[src/hw/rtl/scm_pkg.sv]
// Shared types, stage map and helper function of the support cone merge point.
package scm_pkg;

  // Beat types of the two channels
  typedef struct packed {
    logic signed [31:0] a_x;
    logic signed [31:0] a_y;
    logic signed [31:0] a_z;
    logic signed [31:0] b_x;
    logic signed [31:0] b_y;
    logic signed [31:0] b_z;
  } in_t;

  typedef struct packed {
    logic               found;
    logic signed [31:0] merge_x;
    logic signed [31:0] merge_y;
    logic signed [31:0] merge_z;
  } out_t;

  // Register
  localparam int unsigned CritW = 17;
  localparam logic [CritW-1:0] CRIT_RESET = 17'd32768;
  localparam logic [CritW-1:0] CRIT_ONE   = 17'd65536;

  // Arithmetic units
  localparam int unsigned SQ_STEPS  = 32;  // one root bit per stage
  localparam int unsigned DIV_STEPS = 63;  // one quotient bit per stage
  localparam int unsigned SQ_LAT    = SQ_STEPS;
  localparam int unsigned MD_LAT    = DIV_STEPS + 3;
  localparam logic [31:0] TRIG_ONE_B = 32'd1 << 30;
  localparam logic [62:0] DIV_CAP    = 63'd1 << 62;
  localparam logic [62:0] OFF_CAP    = 63'd1 << 40;

  // Stage map of the main pipe
  localparam int unsigned ST_U     = 4;                 // squares ready
  localparam int unsigned ST_HS    = ST_U + SQ_LAT;     // horizontal length out
  localparam int unsigned ST_S     = ST_U + MD_LAT;     // squared sine out
  localparam int unsigned ST_T     = ST_S + 1;          // ray sines clamped
  localparam int unsigned ST_TO    = ST_T + SQ_LAT;     // trig roots out
  localparam int unsigned ST_P     = ST_TO + 1;         // roots in pipe
  localparam int unsigned ST_N     = ST_P + 2;          // num and den ready
  localparam int unsigned ST_LO    = ST_N + MD_LAT;     // travel out
  localparam int unsigned ST_O     = ST_LO + 1;
  localparam int unsigned ST_OO    = ST_O + MD_LAT;     // xy split out
  localparam int unsigned ST_F     = ST_OO + 1;
  localparam int unsigned DEPTH    = ST_F + 2;

  // Everything one item carries down the pipe
  typedef struct packed {
    logic signed [31:0] ax;
    logic signed [31:0] ay;
    logic signed [31:0] az;
    logic signed [31:0] bx;
    logic signed [31:0] by;
    logic signed [31:0] bz;
    logic signed [32:0] dx;
    logic signed [32:0] dy;
    logic signed [32:0] dz;
    logic [31:0] ux;
    logic [31:0] uy;
    logic [31:0] uz;
    logic        sh;
    logic        negx;
    logic        negy;
    logic        dzneg;
    logic        dzpos;
    logic        xyzero;
    logic [63:0] px;
    logic [63:0] py;
    logic [63:0] pz;
    logic [63:0] h2;
    logic [63:0] dsum;
    logic [31:0] hs;
    logic [30:0] sa;
    logic [30:0] sb;
    logic [30:0] sna;
    logic [30:0] ca;
    logic [30:0] snb;
    logic [30:0] cb;
    logic [61:0] m1;
    logic [61:0] m2;
    logic [62:0] p;
    logic [62:0] q;
    logic [62:0] den;
    logic        denz;
    logic [63:0] num;
    logic        nf;
    logic [62:0] lval;
    logic [62:0] offz;
    logic [62:0] offx;
    logic [62:0] offy;
    out_t        res;
  } stage_t;

  // Offset capped, rescaled, applied to a base and saturated to 32 bits
  function automatic logic [31:0] place_coord(logic signed [31:0] base, logic [62:0] off,
                                              logic neg, logic sh);
    logic [40:0]        offc;
    logic signed [43:0] offs;
    logic signed [43:0] bse;
    logic signed [43:0] v;
    offc = (off > OFF_CAP) ? OFF_CAP[40:0] : off[40:0];
    offs = sh ? $signed({2'b00, offc, 1'b0}) : $signed({3'b000, offc});
    bse  = $signed({{12{base[31]}}, base});
    v    = neg ? (bse - offs) : (bse + offs);
    if (v > 44'sd2147483647) begin
      place_coord = 32'h7FFF_FFFF;
    end else if (v < -44'sd2147483648) begin
      place_coord = 32'h8000_0000;
    end else begin
      place_coord = v[31:0];
    end
  endfunction

endpackage

[src/hw/rtl/scm_isqrt.sv]
// Pipelined floor square root of a 64-bit value, one result bit per stage.
module scm_isqrt (
  input  logic        clk_i,
  input  logic        en_i,
  input  logic [63:0] x_i,
  output logic [31:0] r_o
);
  import scm_pkg::*;

  logic [63:0] x_q [SQ_STEPS];
  logic [63:0] r_q [SQ_STEPS];
  logic [63:0] x_d [SQ_STEPS];
  logic [63:0] r_d [SQ_STEPS];

  // Digit recurrence, bit weight 4^(31-j) at stage j
  always_comb begin
    for (int j = 0; j < SQ_STEPS; j++) begin
      logic [63:0] xp;
      logic [63:0] rp;
      logic [63:0] bw;
      logic [63:0] t;
      xp = (j == 0) ? x_i : x_q[(j == 0) ? 0 : j-1];
      rp = (j == 0) ? 64'd0 : r_q[(j == 0) ? 0 : j-1];
      bw = 64'd1 << (62 - 2*j);
      t  = rp + bw;
      if (xp >= t) begin
        x_d[j] = xp - t;
        r_d[j] = (rp >> 1) + bw;
      end else begin
        x_d[j] = xp;
        r_d[j] = rp >> 1;
      end
    end
  end

  always_ff @(posedge clk_i) begin
    if (en_i) begin
      for (int j = 0; j < SQ_STEPS; j++) begin
        x_q[j] <= x_d[j];
        r_q[j] <= r_d[j];
      end
    end
  end

  assign r_o = r_q[SQ_STEPS-1][31:0];

endmodule

[config.mk]
export PLATFORM = sky130hd
export DESIGN_NAME = scm_isqrt
export DESIGN_NICKNAME = d
export VERILOG_FILES = /design/src/hw/rtl/scm_pkg.sv /design/src/hw/rtl/scm_isqrt.sv
export SDC_FILE = /design/constraint.sdc
export NUM_CORES = 2
export LEC_CHECK = 0
export BUFFER_PORTS_ARGS = -buffer_cell sky130_fd_sc_hd__buf_2
export CORE_AREA = 2 2 551 553
export DETAILED_ROUTE_END_ITERATION = 10
export DIE_AREA = 0 0 553 555
export PLACE_DENSITY = 0.55
export SLEW_MARGIN = 15
export SYNTH_ARGS = -nofsm -noshare
export SYNTH_HDL_FRONTEND = slang
export SYNTH_SLANG_ARGS = --single-unit
[constraint.sdc]
create_clock -name clk_i -period 4.5 [get_ports clk_i]
set_clock_uncertainty 0.05 [all_clocks]
set_input_delay 0.225 -clock clk_i [delete_from_list [all_inputs] [get_ports clk_i]]
set_output_delay 0.225 -clock clk_i [all_outputs]
set_load 0.1 [all_outputs]
==> metrics.md <==
| Metric | Value |
|---|---|
| Tmin final | 4.41 ns |
| Crit path capture | x_q[1][756]$_DFFE_PP_ |
| Largest net degree at the start of global routing | 194 |
| Clock tree from TritonCTS | yes |
| Num CTS Buffers | 283 |
| Critical Path End Type | flip-flop |
| Fraction of layout cells with a size suffix above 1 | 0.0812 |
| Fillers | 27,100 |
| Initial Util | 0.398 |
| Slew headroom | 0.285 |
| Total setup buffers inserted after CTS | 0 |
| R2R Setup Slk | 0.09 ns |
| HPWL after detailed placement | 251,000 um |
| Setup CP Type | flip-flop to flip-flop |
| Count leader, synth | edfxtp_1 |
| H-tree depth | 5 |
| Fin cells | 14,200 |
| Root buf cell | clkbuf_16 |
| Synth top area share | 0.629 |
| Slack of the critical path | 0.0929 ns |
| Synth-to-layout area growth | 13.9% |
| Worst Path Arrival | 4.98 ns |
| Outcome | complete, no violations |
| Worst slack, placed | -0.0252 ns |
| Post-Route WL | 328,000 um |
| Core Box Area | 301,000 um^2 |
| Achievable Freq | 227 MHz |
| Seq/Total Area, Yosys | 0.629 |
| Power per Cell Area | 515 nW/um^2 |
| Worst EP required | 5.07 ns |
| Via/cell ratio | 5.44 |
| Antenna Nets Post-Route | 0 |
| Total iterations of the first detailed-routing run | 8 |
| Area of the mapped netlist | 120,000 um^2 |
| Most used DFF post-synth | edfxtp_1 |
| IO Pins | 98 |
| Syn nets | 10,200 |
| Die span in y | 555 um |
| Seq cells post-synth | 2,512 |
| CP startpoint | x_q[1][676]$_DFFE_PP_ |
| FF/Latch Area | 75,400 um^2 |
| Placer Congestion | 0.925 |
| Grt total ovfl | 0 |
| Skew-Pair Late Insertion Delay | 0.88 ns |
| Vias post-DR | 77,500 |
| Max IR drop VDD | 0.328 mV |
| Hold slack final | 0.0932 ns |
| Leading post-synthesis cells by cell area | edfxtp_1 (63%), ha_1 (5.8%), xor2_1 (3.3%), xnor2_1 (3.1%), a21oi_1 (2.6%) |
| Final period util | 0.979 |
| Leak pwr | 0.0511 uW |
| Async SR Flop Fraction | 0 |
| Max FO, Critical Path | 56 |
| RSZ-0062 raised after global routing | no |
| WL per Instance | 23.0 um |
| Multi-input gate area | 41,200 um^2 |
| Max-Cap Viols | 0 |
| FF-to-FF path depth | 9 |
| Reg-to-Reg End | x_q[1][756]$_DFFE_PP_ |
| Die area | 307,000 um^2 |
| Syn Area/Cell | 12.5 um^2 |
| FF-to-FF Start | x_q[1][676]$_DFFE_PP_ |
| Layout net count | 10,700 |
| Post-Syn Instances | 9,558 |
| Initial antenna violation count | 14 |
| Worst Min Path Start | x_i[17] |
| Synth cell types | 87 |
| WHS Path Cells | 2 |
| Iteration-0 DRC Markers | 6,064 |
| Row cnt | 202 |
| Crit start category | flip-flop |
| Post-synth EDFFs | 2,512 |
| Clock buffer depth | 4 |
| CTS Sinks | 2,512 |
| Drt drc | 0 |
| Final setup fails | 0 |
| Leading area contributor after synthesis | edfxtp_1 |
| Clk slew on worst S/H paths | 0.06 ns |
| Vias in the first global route | 76,600 |
| Buffers on Ports | 97 |
| Worst-Margin Slew | 1.06 ns |
| Synth cell count leaders | edfxtp_1 (2,512), inv_1 (699), nor2_1 (663), nand2_1 (650), a21oi_1 (616) |
| Min-delay worst type | input port to flip-flop |
| Inst Count DP | 13,600 |
| First-pass GRT wire length | 484,000 um |
| Tot GR Track Use | 0.208 |
| Fin. Hold Viols | 0 |
| Final slew viol count | 0 |
| DIE WIDTH | 553 um |
| YS warnings | 0 |
==> final cells by class <==
| type | instances | area share |
|---|---|---|
| clock buffer | 332 | 0.0538 |
| antenna | 5 | 0.0000916 |
| timing repair buffer | 394 | 0.0239 |
| tap | 3978 | 0.0365 |
| clock inverter | 160 | 0.0122 |
| multi-input combinational | 6148 | 0.302 |
| sequential | 2512 | 0.552 |
| inverter | 703 | 0.0193 |
==> critical path, cell delays in order, from the launching register on <==
cell	delay, ns
edfxtp_1	0.39
ha_1	0.48
nor4b_1	0.44
nand2_1	0.39
nor4_2	0.69
a41oi_1	0.32
o2111ai_4	0.22
buf_4	0.57
o211ai_1	0.26
xnor2_1	0.36
==> registers in the layout, indices dropped and copies added (netlist names) <==
signal	count
r_q	528
x_q	1984
==> per-stage QoR <==
stage | cell area, um^2 | util | TNS (ns) | total power, uW
after floorplan | 120000 | - | 0 | 42100
after global placement | 126000 | 0.419 | -0.746 | 47800
after detailed placement | 126000 | 0.419 | -0.0252 | 47900
after CTS | 137000 | 0.453 | 0 | 70900
after global routing | 137000 | 0.453 | 0 | 73600
final | 137000 | 0.453 | 0 | 70300
==> how the worst min path moves through the flow <==
stage | end | slack, ns
floorplan | x_q[0][0]$_DFFE_PP_ | 0.27
global placement | x_q[0][5]$_DFFE_PP_ | 0.37
detailed placement | x_q[0][32]$_DFFE_PP_ | 0.37
CTS | x_q[0][17]$_DFFE_PP_ | 0.02
global route | x_q[0][17]$_DFFE_PP_ | 0.04
finish | x_q[0][17]$_DFFE_PP_ | 0.09
==> cell usage in the layout (no fill, tap or decap), types with 40 or more instances in the layout <==
master	netlist	routed
nand3_1	143	143
xnor2_1	428	428
or3_1	98	98
o21bai_1	62	62
nand2b_1	109	108
edfxtp_1	2512	2512
clkinv_1	3	55
or4_1	67	66
nand4_1	172	172
clkbuf_1	184	45
a31oi_1	40	40
nor4_1	320	317
nor2_1	663	662
clkbuf_16	0	287
xor2_1	448	448
a21o_1	219	219
buf_2	2	96
inv_1	699	698
mux2_2	81	81
nor3_1	283	280
clkinv_2	0	45
ha_1	558	558
o31ai_1	53	52
o21a_1	89	89
nor4b_1	53	53
nor2b_1	75	75
dlygate4sd3_1	0	127
o21ai_0	435	433
a21oi_1	616	614
buf_4	1	153
nand2_1	650	650
a211oi_1	45	45
==> cell families (layout without fill, tap and decap cells) <==
logic type,count (synthesis),count (layout),synth area share
AOI/OAI and AO/OA,1796,1796,0.0923
other,0,5,0
adders and majority gates,558,558,0.0582
buffers and inverters,898,1589,0.0282
muxes,88,88,0.00819
and+or+nand+nor,2830,2830,0.120
xor gates and xnor gates,876,876,0.0640
DFF,2512,2512,0.629
==> power breakdown <==
group	switching (uW)	internal, uW	total, uW
clock network	9400	13300	22700
logic	9050	6120	15200
registers	2700	29800	32500
==> metal layers <==
metal  vias up  GRT usage  share of wire
li1      36700          -              -
met1     38400      0.249           0.40
met2      1871      0.381           0.52
met3       551     0.0263          0.039
met4         2     0.0770          0.040
met5         -          0       0.000040
==> repair_timing <==
action                                  4_1_cts  5_1_grt
gates resized for setup                       1        5
endpoints found under the setup margin        1       24
hold buffers                                127        0
endpoints found under the hold margin       108        0
No activity file was read; power rests on OpenSTA's default activity.
